$ cat config.mk
export PLATFORM = sky130hd
export DESIGN_NAME = pulse_beat_rate_detector_unit
export DESIGN_NICKNAME = d
export VERILOG_FILES = /design/src/pbrd_pkg.sv /design/src/pulse_beat_rate_detector_unit.sv
export SDC_FILE = /design/constraint.sdc
export NUM_CORES = 1
export LEC_CHECK = 0
export BUFFER_PORTS_ARGS = -buffer_cell sky130_fd_sc_hd__buf_2
export CAP_MARGIN = 20
export CELL_PAD_IN_SITES_DETAIL_PLACEMENT = 2
export CELL_PAD_IN_SITES_GLOBAL_PLACEMENT = 2
export CORE_ASPECT_RATIO = 1.2
export CORE_MARGIN = 8
export CORE_UTILIZATION = 30
export DETAILED_ROUTE_END_ITERATION = 6
export GPL_TIMING_DRIVEN = 0
export PLACE_DENSITY = 0.58
export SYNTH_ARGS = -nofsm -noshare
export SYNTH_HDL_FRONTEND = slang
export SYNTH_SLANG_ARGS = --single-unit
$ cat constraint.sdc
create_clock -name clk -period 13.3 [get_ports clk]
set_input_delay 0.665 -clock clk [delete_from_list [all_inputs] [get_ports clk]]
set_output_delay 0.665 -clock clk [all_outputs]
set_load 0.01 [all_outputs]
$ cat src/pbrd_pkg.sv
// Shared constants for the pulse beat rate detector.
package pbrd_pkg;

    localparam int CFG_IDX_W = 2;
    localparam int CFG_DATA_W = 16;

    localparam logic [CFG_IDX_W-1:0] CFG_THRESHOLD  = 2'd0;
    localparam logic [CFG_IDX_W-1:0] CFG_REFRACTORY = 2'd1;
    localparam logic [CFG_IDX_W-1:0] CFG_ALPHA      = 2'd2;

    localparam int THR_W   = 13;
    localparam int REFR_W  = 16;
    localparam int ALPHA_W = 11;
    localparam int TIME_W  = 32;
    localparam int RATE_W  = 24;
    localparam int SMP_FIELD_W = 12;
    localparam int BL_FIELD_W  = 12;

    localparam logic signed [THR_W-1:0] THR_RST = 13'sd100;
    localparam logic [REFR_W-1:0]  REFR_RST  = 16'd250;
    localparam logic [ALPHA_W-1:0] ALPHA_RST = 11'd16;

    // 60000 bpm-ms in Q.8
    localparam logic [RATE_W-1:0] RATE_NUM_Q8 = 24'd15360000;

endpackage

$ cat src/pulse_beat_rate_detector_unit.sv
// Pulse beat rate detector: EMA baseline, threshold beat detection, serial rate divider.
//
// channel   dir  signals                          content
// cfg       in   cfg_valid/ready, index, data     register writes
// s_axis    in   s_tvalid/tready/tdata            sample, time_ms
// m_axis    out  m_tvalid/tready/tdata/tuser      rate_q8, baseline_out; beat
//
// Each sample takes one NUM_W-bit division, or two when a rate is measured (NUM_W is 24
// for 12-bit samples); the restoring divider yields one quotient bit a cycle.
// Reset: control/config state resets at once, no clearing pass; datapath regs have none.
// A held output stalls only the final write-back step; s_tready is high only when idle.
module pulse_beat_rate_detector_unit
    import pbrd_pkg::*;
#(
    parameter int SAMPLE_BITS = 12
)
(
    input  logic                  clk,
    input  logic                  rst_n,
    input  logic                  cfg_valid,
    output logic                  cfg_ready,
    input  logic [CFG_IDX_W-1:0]  cfg_index,
    input  logic [CFG_DATA_W-1:0] cfg_data,
    input  logic                  s_tvalid,
    output logic                  s_tready,
    input  logic [47:0]           s_tdata,   // [11:0] sample, [43:12] time_ms, [47:44] zero
    output logic                  m_tvalid,
    input  logic                  m_tready,
    output logic [39:0]           m_tdata,   // [23:0] rate_q8, [35:24] baseline_out, [39:36] zero
    output logic                  m_tuser    // [0] beat
);

    localparam int PROD_W = SAMPLE_BITS + ALPHA_W;
    localparam int NUM_W  = (SAMPLE_BITS + 12 > RATE_W) ? SAMPLE_BITS + 12 : RATE_W;
    localparam int CNT_W  = $clog2(NUM_W + 1);
    localparam int SW     = (SAMPLE_BITS > SMP_FIELD_W) ? SAMPLE_BITS : SMP_FIELD_W;
    localparam int CMP_W  = ((SAMPLE_BITS > THR_W) ? SAMPLE_BITS : THR_W) + 2;
    localparam logic [SAMPLE_BITS-1:0] BL_RST = SAMPLE_BITS'(1) << (SAMPLE_BITS - 1);

    localparam logic [2:0] ST_IDLE = 3'd0;
    localparam logic [2:0] ST_LOAD = 3'd1;
    localparam logic [2:0] ST_DIV  = 3'd2;
    localparam logic [2:0] ST_EVAL = 3'd3;
    localparam logic [2:0] ST_RATE = 3'd4;
    localparam logic [2:0] ST_OUT  = 3'd5;

    logic [2:0]               state_reg, state_next;
    logic [CNT_W-1:0]         cnt_reg, cnt_next;
    logic [TIME_W-1:0]        rem_reg, rem_next;
    logic [NUM_W-1:0]         quo_reg, quo_next;
    logic [TIME_W-1:0]        dvsr_reg, dvsr_next;
    logic                     div_rate_reg, div_rate_next;
    logic [PROD_W-1:0]        prod_reg, prod_next;
    logic [SAMPLE_BITS-1:0]   smp_reg, smp_next;
    logic [TIME_W-1:0]        time_reg, time_next;
    logic [SAMPLE_BITS-1:0]   baseline_reg, baseline_next;
    logic [TIME_W-1:0]        last_beat_reg, last_beat_next;
    logic                     beat_seen_reg, beat_seen_next;
    logic                     was_above_reg, was_above_next;
    logic [RATE_W-1:0]        rate_reg, rate_next;
    logic                     beat_pend_reg, beat_pend_next;
    logic                     m_valid_reg, m_valid_next;
    logic [39:0]              m_data_reg, m_data_next;
    logic                     m_user_reg, m_user_next;

    logic signed [THR_W-1:0]  thr_reg;
    logic [REFR_W-1:0]        refr_reg;
    logic [ALPHA_W-1:0]       alpha_reg;

    logic [ALPHA_W-1:0]       alpha_eff;
    logic [SW-1:0]            smp_in;
    logic [TIME_W:0]          div_shift;
    logic [TIME_W:0]          div_diff;
    logic [SAMPLE_BITS-1:0]   new_bl;
    logic signed [CMP_W-1:0]  cmp_smp;
    logic signed [CMP_W-1:0]  cmp_thr;
    logic                     above;
    logic [TIME_W-1:0]        elapsed;
    logic                     passed;
    logic [SW-1:0]            bl_ext;

    assign cfg_ready = 1'b1;
    assign s_tready  = (state_reg == ST_IDLE);
    assign m_tvalid  = m_valid_reg;
    assign m_tdata   = m_data_reg;
    assign m_tuser   = m_user_reg;

    assign alpha_eff = (alpha_reg == '0) ? ALPHA_W'(1) : alpha_reg;
    assign smp_in    = SW'(s_tdata[SMP_FIELD_W-1:0]);

    assign div_shift = {rem_reg, quo_reg[NUM_W-1]};
    assign div_diff  = div_shift - {1'b0, dvsr_reg};

    assign new_bl  = quo_reg[SAMPLE_BITS-1:0];
    assign cmp_smp = signed'(CMP_W'(smp_reg));
    assign cmp_thr = signed'(CMP_W'(new_bl)) + CMP_W'(thr_reg);
    assign above   = cmp_smp > cmp_thr;
    assign elapsed = time_reg - last_beat_reg;
    assign passed  = elapsed > TIME_W'(refr_reg);
    assign bl_ext  = SW'(baseline_reg);

    always_ff @(posedge clk or negedge rst_n)
    begin
        if (!rst_n)
        begin
            thr_reg   <= THR_RST;
            refr_reg  <= REFR_RST;
            alpha_reg <= ALPHA_RST;
        end
        else if (cfg_valid && cfg_ready)
        begin
            case (cfg_index)
                CFG_THRESHOLD:  thr_reg   <= signed'(cfg_data[THR_W-1:0]);
                CFG_REFRACTORY: refr_reg  <= cfg_data[REFR_W-1:0];
                CFG_ALPHA:      alpha_reg <= cfg_data[ALPHA_W-1:0];
                default:        ;
            endcase
        end
    end

    always_comb
    begin
        state_next     = state_reg;
        cnt_next       = cnt_reg;
        rem_next       = rem_reg;
        quo_next       = quo_reg;
        dvsr_next      = dvsr_reg;
        div_rate_next  = div_rate_reg;
        prod_next      = prod_reg;
        smp_next       = smp_reg;
        time_next      = time_reg;
        baseline_next  = baseline_reg;
        last_beat_next = last_beat_reg;
        beat_seen_next = beat_seen_reg;
        was_above_next = was_above_reg;
        rate_next      = rate_reg;
        beat_pend_next = beat_pend_reg;
        m_valid_next   = m_valid_reg;
        m_data_next    = m_data_reg;
        m_user_next    = m_user_reg;

        if (m_valid_reg && m_tready)
        begin
            m_valid_next = 1'b0;
        end

        case (state_reg)
            ST_IDLE:
            begin
                if (s_tvalid)
                begin
                    smp_next   = smp_in[SAMPLE_BITS-1:0];
                    time_next  = s_tdata[SMP_FIELD_W +: TIME_W];
                    prod_next  = PROD_W'(baseline_reg * (alpha_eff - ALPHA_W'(1)));
                    state_next = ST_LOAD;
                end
            end
            ST_LOAD:
            begin
                quo_next      = NUM_W'(prod_reg) + NUM_W'(smp_reg);
                rem_next      = '0;
                dvsr_next     = TIME_W'(alpha_eff);
                cnt_next      = CNT_W'(NUM_W);
                div_rate_next = 1'b0;
                state_next    = ST_DIV;
            end
            ST_DIV:
            begin
                if (!div_diff[TIME_W])
                begin
                    rem_next = div_diff[TIME_W-1:0];
                    quo_next = {quo_reg[NUM_W-2:0], 1'b1};
                end
                else
                begin
                    rem_next = div_shift[TIME_W-1:0];
                    quo_next = {quo_reg[NUM_W-2:0], 1'b0};
                end
                cnt_next = cnt_reg - CNT_W'(1);
                if (cnt_reg == CNT_W'(1))
                begin
                    state_next = div_rate_reg ? ST_RATE : ST_EVAL;
                end
            end
            ST_EVAL:
            begin
                baseline_next  = new_bl;
                was_above_next = above;
                beat_pend_next = 1'b0;
                state_next     = ST_OUT;
                if (above && !was_above_reg && passed)
                begin
                    beat_seen_next = 1'b1;
                    last_beat_next = time_reg;
                    if (beat_seen_reg)
                    begin
                        beat_pend_next = 1'b1;
                        quo_next       = NUM_W'(RATE_NUM_Q8);
                        rem_next       = '0;
                        dvsr_next      = elapsed;
                        cnt_next       = CNT_W'(NUM_W);
                        div_rate_next  = 1'b1;
                        state_next     = ST_DIV;
                    end
                end
            end
            ST_RATE:
            begin
                rate_next  = quo_reg[RATE_W-1:0];
                state_next = ST_OUT;
            end
            ST_OUT:
            begin
                if (!m_valid_reg || m_tready)
                begin
                    m_valid_next = 1'b1;
                    m_data_next  = {4'b0, bl_ext[BL_FIELD_W-1:0], rate_reg};
                    m_user_next  = beat_pend_reg;
                    state_next   = ST_IDLE;
                end
            end
            default:
            begin
                state_next = ST_IDLE;
            end
        endcase
    end

    always_ff @(posedge clk or negedge rst_n)
    begin
        if (!rst_n)
        begin
            state_reg     <= ST_IDLE;
            cnt_reg       <= '0;
            div_rate_reg  <= 1'b0;
            baseline_reg  <= BL_RST;
            last_beat_reg <= '0;
            beat_seen_reg <= 1'b0;
            was_above_reg <= 1'b0;
            rate_reg      <= '0;
            beat_pend_reg <= 1'b0;
            m_valid_reg   <= 1'b0;
        end
        else
        begin
            state_reg     <= state_next;
            cnt_reg       <= cnt_next;
            div_rate_reg  <= div_rate_next;
            baseline_reg  <= baseline_next;
            last_beat_reg <= last_beat_next;
            beat_seen_reg <= beat_seen_next;
            was_above_reg <= was_above_next;
            rate_reg      <= rate_next;
            beat_pend_reg <= beat_pend_next;
            m_valid_reg   <= m_valid_next;
        end
    end

    always_ff @(posedge clk)
    begin
        rem_reg    <= rem_next;
        quo_reg    <= quo_next;
        dvsr_reg   <= dvsr_next;
        prod_reg   <= prod_next;
        smp_reg    <= smp_next;
        time_reg   <= time_next;
        m_data_reg <= m_data_next;
        m_user_reg <= m_user_next;
    end

endmodule

# == Word level (Yosys, flattened, before mapping) ==
# Index checks and enable logic that the tools add are counted.
# classes
addsub,6
n_reduce_logical,20
n_mul,1
eq_ne,13
magnitude_cmp,2
muxes,30
# op_table
operator,count
$mux 32,5
$pmux 32 s3,1
$pmux 24 s3,1
$pmux 32 s2,1
$mux 24,2
$sub 33x32->33,1
$gt 32x16->1,1
$sub 32x32->32,1
$add 23x12->24,1
$mul 13x12->23,1
$mux 3,6
$pmux 3 s6,1
$pmux 5 s3,1
$add 13x13->14,1
$gt 13x14->1,1
$reduce_and 2->1,6
$sub 11x1->12 const B,1
$logic_not 11->1,1
$mux 11,1
$mux 5,2
$ne 2x2->1 const B,5
$reduce_and 3->1,3
$mux 1,8
$eq 3x2->1 const B,2
other kinds (14),18
# totals
in_bits,71
ff_bits,313
word_cells,93

# == Depth between registers and ports, before layout ==
# logic_depth
depth_word,6
ltp_mapped,29

# == Least setup slack after synthesis ==
# Ideal clock, no wire load.
# synth_path
kind,register -> register
start,register alpha_reg[4]
end,"register prod_reg[19], data pin"
synth_period_minus_slack_ns,6.893
arrival_ns,6.631
t_required_ns,13.038
path_stages_with_launch,27
setup_slack_ns,6.407
cell_sequence,dfstp_2 nor3_1 a31oi_1 clkbuf_1 ha_1 nor3b_1 xor2_1 clkbuf_1 nand2_1 fa_1 fa_1 fa_1 inv_1 fa_1 inv_1 fa_1 inv_1 ha_1 a21boi_0 o21ai_0 a21boi_0 o21ai_0 a21boi_0 o21ai_0 a21oi_1 mux2i_1 nand3_1
# synth_between
elab_chain_cells,4
# synth_rtl
element,line,rtl
from (decl),pulse_beat_rate_detector_unit.sv:68,logic [ALPHA_W-1:0] alpha_reg;
from (signal assigned),pulse_beat_rate_detector_unit.sv:115,CFG_ALPHA: alpha_reg <= cfg_data[ALPHA_W-1:0];
$logic_not 11->1,pulse_beat_rate_detector_unit.sv:88,assign alpha_eff = (alpha_reg == '0) ? ALPHA_W'(1) : alpha_reg;
$mux 11 (*),pulse_beat_rate_detector_unit.sv:88,
$sub 11x1->12 (*),pulse_beat_rate_detector_unit.sv:154,prod_next = PROD_W'(baseline_reg * (alpha_eff - ALPHA_W'(1)));
$mul 13x12->23 (*),pulse_beat_rate_detector_unit.sv:154,
to (signal assigned),pulse_beat_rate_detector_unit.sv:264,prod_reg <= prod_next;
to (decl),pulse_beat_rate_detector_unit.sv:53,"logic [PROD_W-1:0] prod_reg, prod_next;"
# Every way passes the cells marked *; elsewhere a longest branch is shown, timed or not.
# A chain may end at the register's enable or synchronous reset.

# == Worst setup path after layout ==
# layout_path
start,register alpha_reg[6]
end,"register prod_reg[19], data pin"
# The elaborated chain is that of the path after synthesis.

==> results.rst <==
.. list-table::
   :header-rows: 1

   * - Metric
     - Value
   * - CTS tree
     - yes
   * - Crit start category
     - register
   * - Arrival time worst endpoint
     - 9.52 ns
   * - Die Ht
     - approximately 310 µm
   * - Via count
     - 15767
   * - Root Driver
     - sky130_fd_sc_hd__clkbuf_16
   * - Transition time at the pin with the least slew margin
     - roughly 1.0 ns
   * - Yosys warns
     - 0
   * - Core Rows
     - about 110
   * - Area of the die
     - a little over 0.08 mm²
   * - Antenna diode instance count
     - 0
   * - Final hold vios
     - 0
   * - Max FFs per register
     - 36
   * - Critical path start-end classification
     - register to register
   * - Antenna Nets Post-Route
     - 0
   * - Number of endpoints failing setup at the final stage
     - 0
   * - Leftover overflow at the end of global routing
     - 0
   * - Clock transition at path regs
     - 0.06 ns
   * - Initial antenna violation count
     - 5
   * - Fillcell total
     - 7866
   * - Number of maximum-capacitance violations
     - 0
   * - Post-detail-place hpwl
     - between 50000 and 60000 µm
   * - Post-synth EDFFs
     - ~190
   * - RSZ-0062 raised after global routing
     - no
   * - Count of H-tree levels built during CTS
     - 2
   * - Clk_lat worst skew
     - 0.57 ns
   * - Total wire length after detailed routing
     - 70800 µm
   * - Clock tree buffer depth
     - 3
   * - Ports placed on the boundary
     - between 100 and 150
   * - Remaining routing DRC violations
     - 0
   * - Number of buffers inserted to repair setup after CTS
     - 0
   * - Share of async-settable or async-resettable flops after synthesis
     - 0.387
   * - Tcrit/Tclk final
     - 0.695
   * - Post-Synthesis Cells
     - between 2000 and 2500
   * - Global-route wire length before repair
     - ~110000 µm
   * - Worst-path maximum fanout
     - 10
   * - Top cell type by total area after synthesis
     - sky130_fd_sc_hd__edfxtp_1
   * - Final critical-path required period
     - slightly above 9 ns
   * - Via count of the first global-routing pass
     - between 15000 and 20000
   * - Library cells used by synthesis
     - between 80 and 90
   * - Type of element capturing the critical path
     - register
   * - Synthesized area per cell
     - approximately 11 µm²
   * - DIE WIDTH
     - about 260 µm
   * - Placeable core region
     - 0.0731 mm²
   * - Maximum single-stage delay on the critical path
     - ~0.67 ns
   * - Initial standard-cell utilization of the core
     - 0.301
   * - Number of DRC violations after detailed-routing iteration 0
     - around 470
   * - Growth of design area from synthesis to finish
     - 14.7%
   * - Number of detailed-routing iterations run before antenna repair
     - 4
   * - Final count of pins violating max slew
     - 0
   * - Register bit count reported by yosys
     - 313
   * - Average wire length per cell after detail routing
     - around 22 µm
   * - Total global routing track utilization
     - 0.170
   * - Highest clock frequency the design can meet
     - 108 MHz
   * - Number of instances resized during post-cts repair
     - 0
   * - Worst min path class
     - input pin to async pin
   * - Post-DR vias/cell
     - just under 5
   * - Clock sink count
     - between 300 and 400
   * - Hold-fix buffers at CTS
     - 0
   * - Sequential area share after synthesis
     - 0.400
   * - Run status
     - completed
   * - Layout cell share with drive strength beyond 1
     - 0.152
   * - TritonCTS buffer count
     - 39
   * - Layout net count
     - between 2000 and 3000
   * - Master of the slowest instance on the critical path
     - sky130_fd_sc_hd__a31oi_1
   * - Slew Limit Headroom
     - 0.330
   * - Setup TNS
     - 0 ns
   * - Final estimated routing congestion in global placement
     - ~0.81
   * - Largest net degree at the start of global routing
     - 85
   * - Main synth FF type
     - sky130_fd_sc_hd__edfxtp_1
   * - Fin Clk Skew
     - approximately 0.028 ns
   * - Post-synthesis instance area
     - 0.0220 mm²
   * - Count of input and output buffers
     - 105
   * - Required time reported for the critical path endpoint
     - ~14 ns
   * - Share of Yosys cell area claimed by the top area cell type
     - 0.262
   * - Cell types with the largest area share after synthesis
     - sky130_fd_sc_hd__edfxtp_1, sky130_fd_sc_hd__dfrtp_1, sky130_fd_sc_hd__ha_1, sky130_fd_sc_hd__fa_1, sky130_fd_sc_hd__mux2_2
[cells in the final DEF, fill, tap and decap left out, types with 38 or more instances in the layout]
master                      synthesis  layout
sky130_fd_sc_hd__a21o_1            38      38
sky130_fd_sc_hd__a21oi_1          106     105
sky130_fd_sc_hd__and2_1            52      50
sky130_fd_sc_hd__buf_2              1     105
sky130_fd_sc_hd__clkbuf_1          52      61
sky130_fd_sc_hd__clkbuf_16          0      41
sky130_fd_sc_hd__dfrtp_1          110     110
sky130_fd_sc_hd__edfxtp_1         192     192
sky130_fd_sc_hd__fa_1             105     105
sky130_fd_sc_hd__ha_1             185     185
sky130_fd_sc_hd__inv_1            247     247
sky130_fd_sc_hd__mux2_2            90      90
sky130_fd_sc_hd__nand2_1          190     190
sky130_fd_sc_hd__nor2_1            86      86
sky130_fd_sc_hd__nor3_1            39      39
sky130_fd_sc_hd__o21ai_0           76      76
sky130_fd_sc_hd__xnor2_1           55      55
[worst paths after layout]
check                        startpoint             to  slack, ns  cells past startpoint
hold / removal                    rst_n  beat_seen_reg       0.02                      1
min in group clk            s_tdata[19]    time_reg[7]       0.27                      1
setup reg to reg           alpha_reg[6]   prod_reg[19]       4.06                     28
max in group asynchronous         rst_n    refr_reg[1]      12.45                      2
setup / recovery           alpha_reg[6]   prod_reg[19]       4.06                     28
hold reg to reg            rate_reg[18]    m_tdata[18]       0.44                      0
[Yosys cell counts (13+ instances only)]
cell type                  instances
sky130_fd_sc_hd__inv_1           247
sky130_fd_sc_hd__edfxtp_1        192
sky130_fd_sc_hd__nand2_1         190
sky130_fd_sc_hd__ha_1            185
sky130_fd_sc_hd__dfrtp_1         110
sky130_fd_sc_hd__a21oi_1         106
sky130_fd_sc_hd__fa_1            105
sky130_fd_sc_hd__mux2_2           90
sky130_fd_sc_hd__nor2_1           86
sky130_fd_sc_hd__o21ai_0          76
sky130_fd_sc_hd__xnor2_1          55
sky130_fd_sc_hd__and2_1           52
sky130_fd_sc_hd__clkbuf_1         52
sky130_fd_sc_hd__nor3_1           39
sky130_fd_sc_hd__a21o_1           38
sky130_fd_sc_hd__xor2_1           36
sky130_fd_sc_hd__nand2b_1         29
sky130_fd_sc_hd__mux2_4           28
sky130_fd_sc_hd__a211oi_1         25
sky130_fd_sc_hd__nor2b_1          24
sky130_fd_sc_hd__o21a_1           23
sky130_fd_sc_hd__nand3_1          22
sky130_fd_sc_hd__nand4_1          19
sky130_fd_sc_hd__and3_1           16
sky130_fd_sc_hd__nand3b_1         13
[cell families (layout without fill, tap and decap cells)]
| family | Yosys count | after routing | synth area share |
|---|---|---|---|
| flip-flops | 313 | 313 | 0.400 |
| adder cells (fa/ha/maj) | 290 | 290 | 0.201 |
| XOR/XNOR | 93 | 93 | 0.0377 |
| buffers and inverters | 311 | 491 | 0.0572 |
| multiplexers | 122 | 122 | 0.0670 |
| AND/OR/NAND/NOR | 536 | 536 | 0.123 |
| other | 2 | 17 | 0.000341 |
| AO/OA/AOI/OAI | 378 | 378 | 0.114 |
[layout make-up]
type	instances	area, µm²	area share
Clock inverter	19	259	0.0103
Inverter	247	927	0.0368
Multi-Input combinational cell	1436	12000	0.476
Buffer	64	332	0.0131
Sequential cell	313	8810	0.349
Timing Repair Buffer	110	634	0.0251
Clock buffer	51	1070	0.0426
Tap cell	943	1180	0.0468
[worst max-delay path: cells and delay by family, from the launching register on]
family                   cells  cell delay (ns)
AND/OR/NAND/NOR              5             0.81
multiplexers                 1             0.23
AO/OA/AOI/OAI                9             2.67
adder cells (fa/ha/maj)      7             2.93
flip-flops                   1             0.51
XOR/XNOR                     1             0.58
buffers and inverters        5             1.23
[metrics by stage]
step	setup WS, ns	cells	hold slack (ns)	utilization	cell area [µm²]
after floorplan	6.41	2060	0.369	-	22100
after global placement	4.00	3108	0.433	0.325	23800
after detailed placement	3.94	3113	0.440	0.327	23900
after CTS	3.88	3183	0.00938	0.345	25200
after global routing	3.35	3183	0.0193	0.345	25200
final	4.06	3183	0.0210	0.345	25200
[routing by layer]
layer / GRT usage / up-vias / share of wire
met5: 0 / - / 0.00018
met4: 0.0487 / 2 / 0.028
met3: 0.0236 / 95 / 0.027
met2: 0.338 / 164 / 0.55
met1: 0.185 / 8093 / 0.39
li1: - / 7413 / -
Power is not shown: default switching activity piles up to over one toggle a cycle in this logic, so the estimate is an artifact.
